<file path="src/sv/bpv_pkg.sv">
// Shared types, constants and discharge tables of the battery percentage unit.
package bpv_pkg;

    localparam int VOLTAGE_BITS_DEFAULT = 13;
    localparam int VCMP_BITS            = 16;
    localparam int TVOLT_BITS           = 13;
    localparam int UNIT_BITS            = 10;
    localparam int IDX_BITS             = 5;
    localparam int LEFT_COUNT           = 13;
    localparam int RIGHT_COUNT          = 17;
    localparam int CFG_INDEX_BITS       = 2;
    localparam int CFG_DATA_BITS        = 13;
    localparam int PCT_BITS             = 7;
    localparam int DIVIDEND_BITS        = 18;
    localparam int DIVISOR_BITS         = 11;
    localparam int FACTOR_BITS          = 8;

    localparam logic [CFG_DATA_BITS-1:0] FULL_VOLTAGE_RESET  = 13'd4150;
    localparam logic [CFG_DATA_BITS-1:0] EMPTY_VOLTAGE_RESET = 13'd3000;

    localparam logic [PCT_BITS-1:0] PCT_MIN   = 7'd1;
    localparam logic [PCT_BITS-1:0] PCT_MID   = 7'd50;
    localparam logic [PCT_BITS-1:0] PCT_MAX   = 7'd100;
    localparam logic [PCT_BITS-1:0] PCT_SCALE = 7'd99;

    localparam logic [TVOLT_BITS-1:0] LEFT_VOLTS [LEFT_COUNT] = '{
        13'd4288, 13'd4022, 13'd3998, 13'd3950, 13'd3859, 13'd3818, 13'd3771,
        13'd3629, 13'd3496, 13'd3420, 13'd3317, 13'd3168, 13'd1678 };
    localparam logic [UNIT_BITS-1:0] LEFT_UNITS [LEFT_COUNT] = '{
        10'd0, 10'd200, 10'd218, 10'd248, 10'd298, 10'd338, 10'd378,
        10'd418, 10'd458, 10'd478, 10'd488, 10'd498, 10'd598 };
    localparam logic [TVOLT_BITS-1:0] RIGHT_VOLTS [RIGHT_COUNT] = '{
        13'd4400, 13'd4039, 13'd3974, 13'd3863, 13'd3770, 13'd3682, 13'd3645,
        13'd3611, 13'd3587, 13'd3548, 13'd3500, 13'd3438, 13'd3415, 13'd3392,
        13'd3230, 13'd3065, 13'd2400 };
    localparam logic [UNIT_BITS-1:0] RIGHT_UNITS [RIGHT_COUNT] = '{
        10'd0, 10'd100, 10'd118, 10'd158, 10'd198, 10'd238, 10'd278,
        10'd318, 10'd358, 10'd398, 10'd438, 10'd478, 10'd498, 10'd508,
        10'd528, 10'd538, 10'd638 };

    typedef enum logic [2:0] {
        ST_IDLE,
        ST_CHECK,
        ST_SEARCH,
        ST_MUL,
        ST_DIV_GO,
        ST_DIV_WAIT,
        ST_FINAL,
        ST_DONE
    } bpv_state_t;

    typedef enum logic [1:0] {
        CONV_FULL,
        CONV_EMPTY,
        CONV_CUR
    } bpv_conv_t;

    typedef enum logic [CFG_INDEX_BITS-1:0] {
        REG_FULL_VOLTAGE,
        REG_EMPTY_VOLTAGE,
        REG_TABLE_SELECT
    } bpv_reg_t;

    typedef struct packed {
        logic [CFG_DATA_BITS-1:0] full_voltage;
        logic [CFG_DATA_BITS-1:0] empty_voltage;
        logic                     table_select;
    } bpv_cfg_t;

    typedef struct packed {
        logic ready;
        logic done;
    } bpv_core_stat_t;

    function automatic logic [TVOLT_BITS-1:0] tbl_volts(input logic sel,
                                                        input logic [IDX_BITS-1:0] idx);
        logic [TVOLT_BITS-1:0] v;
        v = '0;
        if (sel)
        begin
            if (idx < IDX_BITS'(RIGHT_COUNT))
                v = RIGHT_VOLTS[idx];
        end
        else
        begin
            if (idx < IDX_BITS'(LEFT_COUNT))
                v = LEFT_VOLTS[idx[3:0]];
        end
        return v;
    endfunction

    function automatic logic [UNIT_BITS-1:0] tbl_units(input logic sel,
                                                       input logic [IDX_BITS-1:0] idx);
        logic [UNIT_BITS-1:0] u;
        u = '0;
        if (sel)
        begin
            if (idx < IDX_BITS'(RIGHT_COUNT))
                u = RIGHT_UNITS[idx];
        end
        else
        begin
            if (idx < IDX_BITS'(LEFT_COUNT))
                u = LEFT_UNITS[idx[3:0]];
        end
        return u;
    endfunction

    function automatic logic [IDX_BITS-1:0] tbl_last(input logic sel);
        return sel ? IDX_BITS'(RIGHT_COUNT - 1) : IDX_BITS'(LEFT_COUNT - 1);
    endfunction

endpackage

</file>
<file path="src/sv/bpv_if.sv">
// Channel interfaces of the battery percentage unit: sample, result and configuration.
interface bpv_sample_if #(
    parameter int VOLTAGE_BITS = bpv_pkg::VOLTAGE_BITS_DEFAULT
);
    logic                    valid;
    logic                    ready;
    logic [VOLTAGE_BITS-1:0] voltage_mv;

    modport source (output valid, output voltage_mv, input ready);
    modport sink   (input valid, input voltage_mv, output ready);
endinterface

interface bpv_result_if;
    logic                         valid;
    logic                         ready;
    logic [bpv_pkg::PCT_BITS-1:0] percent;

    modport source (output valid, output percent, input ready);
    modport sink   (input valid, input percent, output ready);
endinterface

interface bpv_cfg_if;
    logic                               valid;
    logic                               ready;
    logic [bpv_pkg::CFG_INDEX_BITS-1:0] index;
    logic [bpv_pkg::CFG_DATA_BITS-1:0]  data;

    modport source (output valid, output index, output data, input ready);
    modport sink   (input valid, input index, input data, output ready);
endinterface

</file>
<file path="src/sv/bpv_divider.sv">
// Restoring serial divider, one quotient bit per cycle.
module bpv_divider (
    input  logic                                clk,
    input  logic                                rst_n,
    input  logic                                start,
    input  logic [bpv_pkg::DIVIDEND_BITS-1:0]   dividend,
    input  logic [bpv_pkg::DIVISOR_BITS-1:0]    divisor,
    output logic                                done,
    output logic [bpv_pkg::DIVIDEND_BITS-1:0]   quotient
);

    localparam int DW = bpv_pkg::DIVIDEND_BITS;
    localparam int SW = bpv_pkg::DIVISOR_BITS;
    localparam int CW = $clog2(DW + 1);

    logic [CW-1:0] cnt_reg, cnt_next;
    logic          done_reg, done_next;
    logic [SW-1:0] rem_reg, rem_next;
    logic [DW-1:0] quo_reg, quo_next;
    logic [SW-1:0] dvs_reg, dvs_next;
    logic [SW:0]   shifted;
    logic          fits;

    always_comb
    begin
        shifted   = {rem_reg, quo_reg[DW-1]};
        fits      = shifted >= {1'b0, dvs_reg};
        cnt_next  = cnt_reg;
        done_next = 1'b0;
        rem_next  = rem_reg;
        quo_next  = quo_reg;
        dvs_next  = dvs_reg;
        if (start)
        begin
            cnt_next = CW'(DW);
            rem_next = '0;
            quo_next = dividend;
            dvs_next = divisor;
        end
        else if (cnt_reg != '0)
        begin
            cnt_next  = cnt_reg - CW'(1);
            done_next = (cnt_reg == CW'(1));
            rem_next  = fits ? SW'(shifted - {1'b0, dvs_reg}) : shifted[SW-1:0];
            quo_next  = {quo_reg[DW-2:0], fits};
        end
    end

    always_ff @(posedge clk or negedge rst_n)
    begin
        if (!rst_n)
        begin
            cnt_reg  <= '0;
            done_reg <= 1'b0;
        end
        else
        begin
            cnt_reg  <= cnt_next;
            done_reg <= done_next;
        end
    end

    always_ff @(posedge clk)
    begin
        rem_reg <= rem_next;
        quo_reg <= quo_next;
        dvs_reg <= dvs_next;
    end

    assign done     = done_reg;
    assign quotient = quo_reg;

endmodule

</file>
<file path="src/sv/bpv_core.sv">
// Sequencer: table walk, interpolation and percentage scaling over one shared divider.
module bpv_core #(
    parameter int VOLTAGE_BITS = bpv_pkg::VOLTAGE_BITS_DEFAULT
) (
    input  logic                            clk,
    input  logic                            rst_n,
    input  bpv_pkg::bpv_cfg_t               cfg,
    input  logic                            start,
    input  logic [VOLTAGE_BITS-1:0]         voltage,
    input  logic                            take,
    output bpv_pkg::bpv_core_stat_t         stat,
    output logic [bpv_pkg::PCT_BITS-1:0]    pct
);

    localparam int VW  = bpv_pkg::VCMP_BITS;
    localparam int UW  = bpv_pkg::UNIT_BITS;
    localparam int IW  = bpv_pkg::IDX_BITS;
    localparam int DW  = bpv_pkg::DIVIDEND_BITS;
    localparam int SW  = bpv_pkg::DIVISOR_BITS;
    localparam int FW  = bpv_pkg::FACTOR_BITS;
    localparam int PW  = bpv_pkg::PCT_BITS;
    localparam logic [VW-1:0] VMASK = VW'((33'(1) << VOLTAGE_BITS) - 33'(1));

    bpv_pkg::bpv_state_t state_reg, state_next;
    bpv_pkg::bpv_conv_t  conv_reg, conv_next;
    logic                final_reg, final_next;
    logic [IW-1:0]       idx_reg, idx_next;
    logic [VW-1:0]       cur_v_reg, cur_v_next;
    logic [UW-1:0]       full_u_reg, full_u_next;
    logic [UW-1:0]       empty_u_reg, empty_u_next;
    logic [UW-1:0]       cur_u_reg, cur_u_next;
    logic [UW-1:0]       base_reg, base_next;
    logic [SW-1:0]       mul_a_reg, mul_a_next;
    logic [FW-1:0]       mul_b_reg, mul_b_next;
    logic [SW-1:0]       dvs_reg, dvs_next;
    logic [DW-1:0]       prod_reg, prod_next;
    logic [PW-1:0]       pct_reg, pct_next;

    logic [VW-1:0]       v_sel;
    logic [VW-1:0]       v_hi, v_lo, v_first, v_diff;
    logic [UW-1:0]       u_hi, u_lo, u_step;
    logic [IW-1:0]       idx_prev;
    logic                store_en;
    logic [UW-1:0]       store_val;
    logic signed [UW:0]  span_d, span_n;
    logic [SW-1:0]       abs_d, abs_n;
    logic                div_start, div_done;
    logic [DW-1:0]       div_q;

    bpv_divider u_div (
        .clk      (clk),
        .rst_n    (rst_n),
        .start    (div_start),
        .dividend (prod_reg),
        .divisor  (dvs_reg),
        .done     (div_done),
        .quotient (div_q)
    );

    // Voltage under conversion and table reads at the search index
    always_comb
    begin
        unique case (conv_reg)
            bpv_pkg::CONV_FULL:  v_sel = VW'(cfg.full_voltage) & VMASK;
            bpv_pkg::CONV_EMPTY: v_sel = VW'(cfg.empty_voltage) & VMASK;
            default:             v_sel = cur_v_reg;
        endcase
        idx_prev = idx_reg - IW'(1);
        v_first  = VW'(bpv_pkg::tbl_volts(cfg.table_select, '0));
        v_hi     = VW'(bpv_pkg::tbl_volts(cfg.table_select, idx_prev));
        v_lo     = VW'(bpv_pkg::tbl_volts(cfg.table_select, idx_reg));
        u_hi     = bpv_pkg::tbl_units(cfg.table_select, idx_reg);
        u_lo     = bpv_pkg::tbl_units(cfg.table_select, idx_prev);
        v_diff   = v_hi - v_sel;
        u_step   = u_hi - u_lo;
        span_d   = $signed({1'b0, full_u_reg}) - $signed({1'b0, empty_u_reg});
        span_n   = $signed({1'b0, cur_u_reg}) - $signed({1'b0, empty_u_reg});
        abs_d    = span_d[UW] ? SW'(-span_d) : SW'(span_d);
        abs_n    = span_n[UW] ? SW'(-span_n) : SW'(span_n);
    end

    always_comb
    begin
        state_next   = state_reg;
        conv_next    = conv_reg;
        final_next   = final_reg;
        idx_next     = idx_reg;
        cur_v_next   = cur_v_reg;
        base_next    = base_reg;
        mul_a_next   = mul_a_reg;
        mul_b_next   = mul_b_reg;
        dvs_next     = dvs_reg;
        pct_next     = pct_reg;
        prod_next    = {{(DW-SW){1'b0}}, mul_a_reg} * {{(DW-FW){1'b0}}, mul_b_reg};
        full_u_next  = full_u_reg;
        empty_u_next = empty_u_reg;
        cur_u_next   = cur_u_reg;
        store_en     = 1'b0;
        store_val    = '0;
        div_start    = 1'b0;

        unique case (state_reg)
            bpv_pkg::ST_IDLE:
            begin
                if (start)
                begin
                    cur_v_next = VW'(voltage);
                    conv_next  = bpv_pkg::CONV_FULL;
                    final_next = 1'b0;
                    state_next = bpv_pkg::ST_CHECK;
                end
            end
            bpv_pkg::ST_CHECK:
            begin
                if (v_sel > v_first)
                begin
                    store_en  = 1'b1;
                    store_val = '0;
                end
                else
                begin
                    idx_next   = IW'(1);
                    state_next = bpv_pkg::ST_SEARCH;
                end
            end
            bpv_pkg::ST_SEARCH:
            begin
                if (v_lo < v_sel)
                begin
                    mul_a_next = v_diff[SW-1:0];
                    mul_b_next = u_step[FW-1:0];
                    dvs_next   = SW'(v_hi - v_lo);
                    base_next  = u_lo;
                    state_next = bpv_pkg::ST_MUL;
                end
                else if (idx_reg == bpv_pkg::tbl_last(cfg.table_select))
                begin
                    store_en  = 1'b1;
                    store_val = u_hi;
                end
                else
                begin
                    idx_next = idx_reg + IW'(1);
                end
            end
            bpv_pkg::ST_MUL:
            begin
                state_next = bpv_pkg::ST_DIV_GO;
            end
            bpv_pkg::ST_DIV_GO:
            begin
                div_start  = 1'b1;
                state_next = bpv_pkg::ST_DIV_WAIT;
            end
            bpv_pkg::ST_DIV_WAIT:
            begin
                if (div_done)
                begin
                    if (final_reg)
                    begin
                        pct_next   = (div_q >= DW'(bpv_pkg::PCT_SCALE)) ? bpv_pkg::PCT_MAX
                                                                        : div_q[PW-1:0] + PW'(1);
                        state_next = bpv_pkg::ST_DONE;
                    end
                    else
                    begin
                        store_en  = 1'b1;
                        store_val = base_reg + div_q[UW-1:0];
                    end
                end
            end
            bpv_pkg::ST_FINAL:
            begin
                // Zero span gives the midpoint; a negative or zero ratio gives the floor
                if (span_d == '0)
                begin
                    pct_next   = bpv_pkg::PCT_MID;
                    state_next = bpv_pkg::ST_DONE;
                end
                else if (span_n == '0 || (span_d[UW] ^ span_n[UW]))
                begin
                    pct_next   = bpv_pkg::PCT_MIN;
                    state_next = bpv_pkg::ST_DONE;
                end
                else
                begin
                    mul_a_next = abs_n;
                    mul_b_next = FW'(bpv_pkg::PCT_SCALE);
                    dvs_next   = abs_d;
                    final_next = 1'b1;
                    state_next = bpv_pkg::ST_MUL;
                end
            end
            bpv_pkg::ST_DONE:
            begin
                if (take)
                    state_next = bpv_pkg::ST_IDLE;
            end
            default:
            begin
                state_next = bpv_pkg::ST_IDLE;
            end
        endcase

        // Deposit the units of this conversion and advance to the next one
        if (store_en)
        begin
            case (conv_reg)
                bpv_pkg::CONV_FULL:
                begin
                    full_u_next = store_val;
                    conv_next   = bpv_pkg::CONV_EMPTY;
                    state_next  = bpv_pkg::ST_CHECK;
                end
                bpv_pkg::CONV_EMPTY:
                begin
                    empty_u_next = store_val;
                    conv_next    = bpv_pkg::CONV_CUR;
                    state_next   = bpv_pkg::ST_CHECK;
                end
                default:
                begin
                    cur_u_next = store_val;
                    state_next = bpv_pkg::ST_FINAL;
                end
            endcase
        end
    end

    always_ff @(posedge clk or negedge rst_n)
    begin
        if (!rst_n)
        begin
            state_reg <= bpv_pkg::ST_IDLE;
            conv_reg  <= bpv_pkg::CONV_FULL;
            final_reg <= 1'b0;
            idx_reg   <= '0;
        end
        else
        begin
            state_reg <= state_next;
            conv_reg  <= conv_next;
            final_reg <= final_next;
            idx_reg   <= idx_next;
        end
    end

    always_ff @(posedge clk)
    begin
        cur_v_reg   <= cur_v_next;
        full_u_reg  <= full_u_next;
        empty_u_reg <= empty_u_next;
        cur_u_reg   <= cur_u_next;
        base_reg    <= base_next;
        mul_a_reg   <= mul_a_next;
        mul_b_reg   <= mul_b_next;
        dvs_reg     <= dvs_next;
        prod_reg    <= prod_next;
        pct_reg     <= pct_next;
    end

    assign stat.ready = (state_reg == bpv_pkg::ST_IDLE);
    assign stat.done  = (state_reg == bpv_pkg::ST_DONE);
    assign pct        = pct_reg;

`ifndef NO_ASSERTIONS
    a_div_only_when_waiting: assert property (@(posedge clk) disable iff (!rst_n)
        div_done |-> state_reg == bpv_pkg::ST_DIV_WAIT)
        else $error("divider finished outside the wait state");
    a_start_only_idle: assert property (@(posedge clk) disable iff (!rst_n)
        div_start |=> state_reg == bpv_pkg::ST_DIV_WAIT && !div_done)
        else $error("divider start not followed by a wait");
    a_pct_range: assert property (@(posedge clk) disable iff (!rst_n)
        stat.done |-> pct_reg >= bpv_pkg::PCT_MIN && pct_reg <= bpv_pkg::PCT_MAX)
        else $error("percentage outside its range");
`endif

endmodule

</file>
<file path="src/sv/battery_percent_from_voltage_unit.sv">
// Top level of the battery percentage unit: configuration registers, core and result register.
//
// Usage:
//   sample : one beat carries voltage_mv; taken when valid and ready are high.
//   result : one beat per sample carries percent (1..100).
//   cfg    : index 0 full_voltage, 1 empty_voltage, 2 table_select; always ready.
//            Write only while no sample is in flight.
// Operation: each of the three voltage-to-units conversions walks the selected
//   table one entry per cycle (up to 16) and runs at most one pass of the
//   shared serial divider; the final scaling takes at most one more division.
//   No new sample is taken before the last one is finished; sample.ready is high
//   only while the sequencer is idle.
// Reset: the registers return to 4150 mV, 3000 mV and the left table, the
//   sequencer goes idle and the result register empties.
// Stall: a finished percentage waits in the result register; once the core
//   has a second one ready it holds until the register frees, and no new
//   sample is taken until then.
module battery_percent_from_voltage_unit #(
    parameter int VOLTAGE_BITS = bpv_pkg::VOLTAGE_BITS_DEFAULT
) (
    input  logic      clk,
    input  logic      rst_n,
    bpv_sample_if.sink  sample,
    bpv_result_if.source result,
    bpv_cfg_if.sink     cfg
);

    bpv_pkg::bpv_cfg_t       cfg_reg, cfg_next;
    bpv_pkg::bpv_core_stat_t core_stat;
    logic                    out_valid_reg, out_valid_next;
    logic [bpv_pkg::PCT_BITS-1:0] percent_reg, percent_next;
    logic [bpv_pkg::PCT_BITS-1:0] core_pct;
    logic                    out_free;
    logic                    load;

    // Configuration writes: decode the index, drop writes beyond the list
    always_comb
    begin
        cfg_next = cfg_reg;
        if (cfg.valid)
        begin
            unique case (cfg.index)
                bpv_pkg::REG_FULL_VOLTAGE:  cfg_next.full_voltage  = cfg.data;
                bpv_pkg::REG_EMPTY_VOLTAGE: cfg_next.empty_voltage = cfg.data;
                bpv_pkg::REG_TABLE_SELECT:  cfg_next.table_select  = cfg.data[0];
                default:                    cfg_next               = cfg_reg;
            endcase
        end
    end

    assign cfg.ready = 1'b1;

    // Hand a sample to the core only while it is idle
    assign sample.ready = core_stat.ready;

    bpv_core #(
        .VOLTAGE_BITS (VOLTAGE_BITS)
    ) u_core (
        .clk     (clk),
        .rst_n   (rst_n),
        .cfg     (cfg_reg),
        .start   (sample.valid),
        .voltage (sample.voltage_mv),
        .take    (out_free),
        .stat    (core_stat),
        .pct     (core_pct)
    );

    // Result register: load when empty or being drained in the same cycle
    always_comb
    begin
        out_free       = !out_valid_reg || result.ready;
        load           = core_stat.done && out_free;
        out_valid_next = out_valid_reg;
        percent_next   = percent_reg;
        if (load)
        begin
            out_valid_next = 1'b1;
            percent_next   = core_pct;
        end
        else if (result.ready)
        begin
            out_valid_next = 1'b0;
        end
    end

    always_ff @(posedge clk or negedge rst_n)
    begin
        if (!rst_n)
        begin
            cfg_reg.full_voltage  <= bpv_pkg::FULL_VOLTAGE_RESET;
            cfg_reg.empty_voltage <= bpv_pkg::EMPTY_VOLTAGE_RESET;
            cfg_reg.table_select  <= 1'b0;
            out_valid_reg         <= 1'b0;
        end
        else
        begin
            cfg_reg       <= cfg_next;
            out_valid_reg <= out_valid_next;
        end
    end

    always_ff @(posedge clk)
    begin
        percent_reg <= percent_next;
    end

    assign result.valid   = out_valid_reg;
    assign result.percent = percent_reg;

`ifndef NO_ASSERTIONS
    a_busy_after_accept: assert property (@(posedge clk) disable iff (!rst_n)
        sample.valid && sample.ready |=> !sample.ready)
        else $error("sample taken while a conversion was running");
    a_load_shows_result: assert property (@(posedge clk) disable iff (!rst_n)
        core_stat.done && out_free |=> result.valid && result.percent == $past(core_pct))
        else $error("finished percentage not presented");
    a_done_not_ready: assert property (@(posedge clk) disable iff (!rst_n)
        core_stat.done |-> !sample.ready)
        else $error("core ready while holding a result");
`endif

endmodule

</file>
<file path="src/flat_wrapper.sv">
// flat-port wrapper written by rule: the top's interface ports become plain ports
module battery_percent_from_voltage_unit_flat 
#(
    parameter int VOLTAGE_BITS = bpv_pkg::VOLTAGE_BITS_DEFAULT
)
  (clk, rst_n, sample_valid, sample_voltage_mv, sample_ready, result_valid, result_percent, result_ready, cfg_valid, cfg_index, cfg_data, cfg_ready);
  bpv_sample_if #(.VOLTAGE_BITS(VOLTAGE_BITS)) sample_i ();
  bpv_result_if result_i ();
  bpv_cfg_if cfg_i ();
  input  logic clk;
  input  logic rst_n;
  input wire logic [$bits(sample_i.valid)-1:0] sample_valid;
  input wire logic [$bits(sample_i.voltage_mv)-1:0] sample_voltage_mv;
  output wire logic [$bits(sample_i.ready)-1:0] sample_ready;
  output wire logic [$bits(result_i.valid)-1:0] result_valid;
  output wire logic [$bits(result_i.percent)-1:0] result_percent;
  input wire logic [$bits(result_i.ready)-1:0] result_ready;
  input wire logic [$bits(cfg_i.valid)-1:0] cfg_valid;
  input wire logic [$bits(cfg_i.index)-1:0] cfg_index;
  input wire logic [$bits(cfg_i.data)-1:0] cfg_data;
  output wire logic [$bits(cfg_i.ready)-1:0] cfg_ready;
  assign sample_i.valid = sample_valid;
  assign sample_i.voltage_mv = sample_voltage_mv;
  assign sample_ready = sample_i.ready;
  assign result_valid = result_i.valid;
  assign result_percent = result_i.percent;
  assign result_i.ready = result_ready;
  assign cfg_i.valid = cfg_valid;
  assign cfg_i.index = cfg_index;
  assign cfg_i.data = cfg_data;
  assign cfg_ready = cfg_i.ready;
  battery_percent_from_voltage_unit #(.VOLTAGE_BITS(VOLTAGE_BITS)) u_core (.clk(clk), .rst_n(rst_n), .sample(sample_i), .result(result_i), .cfg(cfg_i));
endmodule
</file>
<file path="config.mk">
export PLATFORM = sky130hd
export DESIGN_NAME = battery_percent_from_voltage_unit_flat
export DESIGN_NICKNAME = d
export VERILOG_FILES = /design/src/sv/bpv_pkg.sv /design/src/sv/bpv_if.sv /design/src/sv/bpv_divider.sv /design/src/sv/bpv_core.sv /design/src/sv/battery_percent_from_voltage_unit.sv /design/src/flat_wrapper.sv
export SDC_FILE = /design/constraint.sdc
export NUM_CORES = 1
export LEC_CHECK = 0
export ABC_AREA = 1
export ABC_CLOCK_PERIOD_IN_PS = 4840
export BUFFER_PORTS_ARGS = -buffer_cell sky130_fd_sc_hd__buf_2
export CORE_MARGIN = 3
export CORE_UTILIZATION = 48
export CTS_BUF_LIST = sky130_fd_sc_hd__clkbuf_16
export DETAILED_ROUTE_END_ITERATION = 8
export PLACE_DENSITY = 0.7
export SLEW_MARGIN = 10
export SYNTH_ARGS = -nofsm -noshare
export SYNTH_HDL_FRONTEND = slang
export SYNTH_SLANG_ARGS = --single-unit
</file>
<file path="constraint.sdc">
create_clock -name clk -period 4.84 [get_ports clk]
set_input_delay 0.242 -clock clk [delete_from_list [all_inputs] [get_ports clk]]
set_output_delay 0.242 -clock clk [all_outputs]
set_load 0.02 [all_outputs]
</file>
======== Word-level counts from Yosys, hierarchy flattened ========
Memories as Yosys holds them, arrays and structs flattened.
Index checks and enable logic that the tools add are counted.
word-level totals
  output and inout port bits .............. 10
  logic and storage cells ................. 217
  latch bits .............................. 0
  ROM bits ................................ 2,208
  memories kept ........................... 8
  register bits ........................... 200
  bits in writable memories ............... 0
memories
  memory           depth  bits a word  rd ports  clocked after Yosys merged registers in  wr ports  RTL line       source
  (no name shown)  32     13           1         0                                        0         bpv_pkg.sv:82  v = RIGHT_VOLTS[idx];
  (no name shown)  32     13           1         0                                        0         bpv_pkg.sv:82
  (no name shown)  32     10           1         0                                        0         bpv_pkg.sv:99  u = RIGHT_UNITS[idx];
  (no name shown)  32     10           1         0                                        0         bpv_pkg.sv:99
  (no name shown)  16     13           1         0                                        0         bpv_pkg.sv:87  v = LEFT_VOLTS[idx[3:0]];
  (no name shown)  16     13           1         0                                        0         bpv_pkg.sv:87
  2 more memories  n/a    n/a          n/a       n/a                                      n/a       n/a
operators by class
  $lt $le $gt $ge ......................... 12
  equality and inequality tests ........... 28
  shift-type cells ........................ 0
  div/mod/pow operators ................... 0
  bitwise operators ....................... 6
  add/subtract/negate cells ............... 13
  mux-type cells .......................... 95
  reduce and logical (&&, ||, !) cells .... 30
  $mul .................................... 1
operator list
  kind                                                                                  number
  10-bit 2-to-1 mux                                                                     18
  11-bit 2-to-1 mux                                                                     16
  13-bit 2-to-1 mux                                                                     7
  11-bit one-hot mux with 2 select lines                                                2
  18-bit 2-to-1 mux                                                                     2
  7-bit 2-to-1 mux                                                                      5
  11-bit subtractor                                                                     3
  3-bit 2-to-1 mux                                                                      10
  5-bit 2-to-1 mux                                                                      6
  13-bit one-hot mux with 2 select lines                                                1
  8-bit 2-to-1 mux                                                                      3
  3-bit one-hot mux with 8 select lines                                                 1
  11-bit logical NOT                                                                    2
  11-bit negation                                                                       2
  10-bit by 10-bit subtractor with 11-bit output                                        2
  10-bit one-hot mux with 2 select lines                                                1
  18-bit by 7-bit greater-or-equal comparator with 1-bit output, second input constant  1
  11-bit by 8-bit multiplier with 18-bit output                                         1
  2-bit inequality test, second input constant                                          8
  8-bit one-hot mux with 2 select lines                                                 1
  2-bit AND reduction                                                                   8
  4-bit AND reduction                                                                   4
  3-bit inequality test, second input constant                                          5
  7-bit one-hot mux with 2 select lines                                                 1
  other kinds (41)                                                                      75

======== Logic depth before layout (Yosys ltp) ========
  depth after elaboration ................. 11
  depth in mapped cells ................... 29

======== Hierarchy ========
A second synthesis with hierarchy kept.
second synthesis, totals
  cell total of the unflattened synthesis .. 2,144
  area total of the unflattened synthesis .. 16,722.3 um^2
by module, submodules not included
  module                             instances  area each (um^2)  cells an instance
  bpv_core                           1          12,544.5          1,670
  bpv_divider                        1          2,731.4           336
  battery_percent_from_voltage_unit  1          1,446.4           138

======== Least setup slack after synthesis ========
OpenSTA, ideal clock, no wires.
  kind .................................... reg-to-reg
  from .................................... register u_core.u_core.mul_b_reg[7]
  to ...................................... register u_core.u_core.prod_reg[16]
  cell stages (with the launch flop) ...... 23
  slack ................................... 337 ps
  clock period less this slack ............ 4,503 ps
  arrival time ............................ 4,385 ps
  data required time ...................... 4,721 ps
  cell sequence ........................... edfxtp_1 clkbuf_1 nand2_1 fa_1 inv_1 fa_1 fa_1 inv_1 fa_1 inv_1 ha_1 a21oi_1 o21a_1 nand2_1 nand2_1 nand2_1 a21oi_1 o21ai_0 nand2_1 inv_1 o21ai_0 nand2_1 xor2_1
on the way
  cells in the longest elaborated chain, start to end .. 1
ends and longest elaborated chain
  element                                        RTL line         source
  from (decl)                                    bpv_core.sv:34   logic [FW-1:0] mul_b_reg, mul_b_next;
  from (signal assigned)                         bpv_core.sv:256  mul_b_reg <= mul_b_next;
  11-bit by 8-bit multiplier with 18-bit output  bpv_core.sv:94   prod_next = {{(DW-SW){1'b0}}, mul_a_reg} * {{(DW-FW){1'b0}}, mul_b_reg};
  named net u_core.u_core.prod_next[16]          bpv_core.sv:36   logic [DW-1:0] prod_reg, prod_next;
  to (signal assigned)                           bpv_core.sv:258  prod_reg <= prod_next;
  to (decl)                                      bpv_core.sv:36
The timed path passes the listed nets, and every way through them passes these cells.
A chain may end at the register's enable or synchronous reset.

======== Final worst setup path ========
  from .................................... register u_core.u_core.mul_b_reg[4]
  to ...................................... register u_core.u_core.prod_reg[16]
Same word-level chain as after synthesis.

==> results.md <==
- Fmax: 220 MHz
- DR iter-0 viols: between 1k and 1.5k
- Fin nets: 2,356
- Number of core rows: between 60 and 70
- CTS tree: built
- Post-route DRC: 0
- Setup TNS: 0 ps
- Initial cell density of the core: 0.489
- CTS sink cnt: just under 200
- Seq/Total Area, Yosys: 0.342
- Hold_sp: cfg_data[12]
- Final hold vios: 0
- Worst Setup Start Kind: flop
- Number of flops mapped to enable cells by yosys: 125
- Die H: around 190 µm
- Number of fill cells in the layout: approximately 3.1k
- First-pass GRT wire length: 70,300 µm
- Most used cell, CP: nand2_1
- Skew final: 13.4 ps
- Fin cells: 2,581
- Die X: 189 µm
- Clock-pin slew on the worst setup and hold paths: 80 ps
- Worst setup path start: u_core.u_core.mul_b_reg[4]$_SDFFCE_PP0P_
- CP max-delay cell: fa_1
- All-Layer GR Usage: 0.247
- Clock buffer depth: 2
- Mapped Area: 0.0160 mm²
- Share of cells above drive strength 1: 0.0916
- Crit. End Element: flop
- Syn avg cell area: 7.78 µm²
- Vias: 14.0k
- HP Class: in2reg
- Cts bufs inserted: 17
- Cell family with most CP delay: adder cells
- Status: completed
- Critical path's largest stage delay: around 550 ps
- Antenna violations before repair: 0
- Fraction of registers with async set/reset: 0.226
- Seq cells post-synth: between 150 and 200
- Placed cell count: 2,533
- Distinct cell type count of the synthesized netlist: 61
- Slew @ Worst Pin: 902 ps
- Yosys warns: 0
- Leakage Power: 8.74 nW
- Gate Count Post-Synth: approximately 2.1k
- Main synth FF type: edfxtp_1
- Power per Cell Area: 202 mW/mm²
- Fin. max-slew vios: 0
- DRT antenna net count: 0
- Critical path class: reg2reg
- Placeable Area: approximately 0.033 mm²
- CP Cell Sequence: buf_6 -> nand2_1 -> inv_1 -> fa_1 -> fa_1 -> fa_1 -> inv_1 -> fa_1 -> inv_1 -> ha_4 -> a21oi_1 -> o21a_1 -> nand2_1 -> nand2_1 -> nand2_1 -> a21oi_2 -> o21ai_2 -> nand2_1 -> inv_1 -> o21ai_0 -> nand2_1 -> xor2_1
- Period minus WS final: 4540 ps
- Global route overflow: 0
- Syn nets: 2,285
- Via/cell ratio: 5.42
- WHS: 26.3 ps
- FF-to-FF Start: u_core.u_core.mul_b_reg[4]$_SDFFCE_PP0P_
- Setup-failing EPs final: 0
- Period utilization: 0.938
- Largest net degree at the start of global routing: 46
- Root buffer cell: clkbuf_16
- CP max FO: 7
- Worst vdd ir: 324 µV
- H-tree levels: 4
- Max_slew headroom: 0.398
- Worst-Skew Late Latency: 450 ps
- Hpwl dp: 34,400 µm
- Vias in the first global route: between 10k and 15k
- Io pins: between 40 and 50
- Area Growth Syn to Fin: 10.5%
- DR WL/cell: 16.8 µm
- Port bufs: between 40 and 50
- First-pass DRT Iterations: 8
- Final Wtd Congestion: 1.02
- CP arrival: a little under 5000 ps
- Max-cap violations: 0
- Largest register FFs: 27
- Die ar.: 0.0356 mm²
- CP required: approximately 5200 ps
- Worst setup margin: 299 ps
- CP bufs+invs: 5
- Diodes inserted: 0
- Post-Route WL: around 43,000 µm
- Setup WS pre-CTS: 170 ps
-- report_power, final --
part	internal (mW)	switching, mW	total, mW
Combinational	0.101	0.189	0.290
Sequential	1.84	0.0207	1.86
Clock	0.689	0.730	1.42
-- stage by stage --
step	utilization	area [µm²]	power (mW)
final	0.541	17700	3.57
after global placement	0.517	16900	2.17
after floorplan	-	16000	2.07
after CTS	0.539	17600	3.59
after detailed placement	0.517	16900	2.17
after global routing	0.541	17700	3.71
-- synth_stat cells (4+ instances only) --
master / instances / area share
inv_2: 10 / 0.0023
edfxtp_1: 125 / 0.23
nor3_2: 4 / 0.0025
dfrtp_1: 33 / 0.052
ha_1: 137 / 0.11
nand3_1: 97 / 0.030
nor2_2: 5 / 0.0020
buf_4: 5 / 0.0023
nand2_1: 505 / 0.12
nand3_2: 4 / 0.0025
nor3_1: 21 / 0.0066
o31ai_1: 10 / 0.0047
xor2_1: 27 / 0.015
buf_2: 11 / 0.0034
o22ai_1: 15 / 0.0059
xnor2_1: 20 / 0.011
dfxtp_1: 29 / 0.036
o21bai_1: 7 / 0.0033
o21a_1: 6 / 0.0028
clkbuf_2: 5 / 0.0016
o21ai_0: 163 / 0.051
fa_1: 60 / 0.075
clkbuf_1: 31 / 0.0073
a32o_1: 5 / 0.0031
a22o_1: 6 / 0.0033
a31oi_1: 10 / 0.0039
a211oi_1: 5 / 0.0023
nand4_1: 16 / 0.0063
inv_1: 353 / 0.083
buf_1: 4 / 0.00094
o21ai_1: 10 / 0.0031
nand3b_1: 4 / 0.0019
o211ai_1: 9 / 0.0042
a21o_1: 4 / 0.0019
nor2_1: 145 / 0.034
or2_2: 4 / 0.0016
a21oi_1: 90 / 0.028
nand2_2: 12 / 0.0047
dfstp_2: 12 / 0.020
-- path summary, 6_finish.rpt --
kind                                                               to  slack [ps]  depth (start not counted)
max                                u_core.u_core.prod_reg[16]$_DFF_P_         300                         22
max reg2reg                        u_core.u_core.prod_reg[16]$_DFF_P_         300                         22
min                                    u_core.cfg_reg[26]$_DFFE_PN1P_          30                          3
min in group asynchronous  u_core.u_core.u_div.cnt_reg[2]$_DFFE_PN0P_         420                          3
min reg2reg                  u_core.u_core.u_div.dvs_reg[7]$_DFFE_PP_         420                          0
max in group asynchronous              u_core.cfg_reg[11]$_DFFE_PN0P_        3920                          3
-- cells by family (layout without fill, tap and decap cells) --
group,count (synthesis),count (layout),synth area share
adders and majority gates,197,197,0.182
other,1,1,0.000234
and+or+nand+nor,827,827,0.217
AOI/OAI and AO/OA,358,358,0.128
DFF,199,199,0.342
xor gates and xnor gates,47,47,0.0257
buffers and inverters,423,507,0.103
muxes,3,3,0.00188
-- placed cells by master, fill, tap and decap left out, types with 5 or more instances in the layout --
cell	count
inv_1	353
ha_1	135
buf_2	41
o21a_1	6
nand2_1	505
dfrtp_1	33
o21ai_0	159
o31ai_1	10
nand3_1	97
dlygate4sd3_1	15
dfxtp_1	29
fa_1	60
o211ai_1	9
nor2_2	5
o21ai_1	12
xnor2_1	20
nand2_2	12
inv_2	10
buf_4	53
edfxtp_1	125
dfstp_2	12
clkbuf_16	17
o21bai_1	7
nor2_1	144
a32o_1	5
a21oi_1	89
xor2_1	27
a31oi_1	10
o22ai_1	15
nor3_1	20
a22o_1	6
nand4_1	16
nor3_2	5
-- repair_timing --
action | CTS | global route
hold buffers | 15 | 0
endpoints found under the setup margin | 0 | 3
endpoints found under the hold margin | 47 | 0
gates resized for setup | 0 | 11
setup buffers | 0 | 1
-- worst register-to-register path, stage by stage (launching register included) --
cell	delay, ps
edfxtp_1	480
buf_6	180
nand2_1	50
inv_1	50
fa_1	550
fa_1	440
fa_1	540
inv_1	50
fa_1	540
inv_1	70
ha_4	260
a21oi_1	150
o21a_1	140
nand2_1	80
nand2_1	70
nand2_1	60
a21oi_2	190
o21ai_2	80
nand2_1	60
inv_1	50
o21ai_0	140
nand2_1	80
xor2_1	140
-- layer usage --
metal  track usage  part of all wire  vias to the layer above
met5             0                 0                        -
met1         0.331              0.44                     6573
met4        0.0676             0.024                        0
li1              -                 -                     6814
met3        0.0422             0.061                       78
met2         0.417              0.47                      527
-- area by class of cell --
class	instances	area, µm²	area share
Clock inverter	15	160	0.00906
Clock buffer	17	425	0.0241
Sequential cell	199	5480	0.310
Tap cell	442	553	0.0313
Timing Repair Buffer	110	764	0.0432
Multi-Input combinational cell	1433	8930	0.505
Inverter	365	1370	0.0776
No activity file was read; power rests on OpenSTA's default activity.
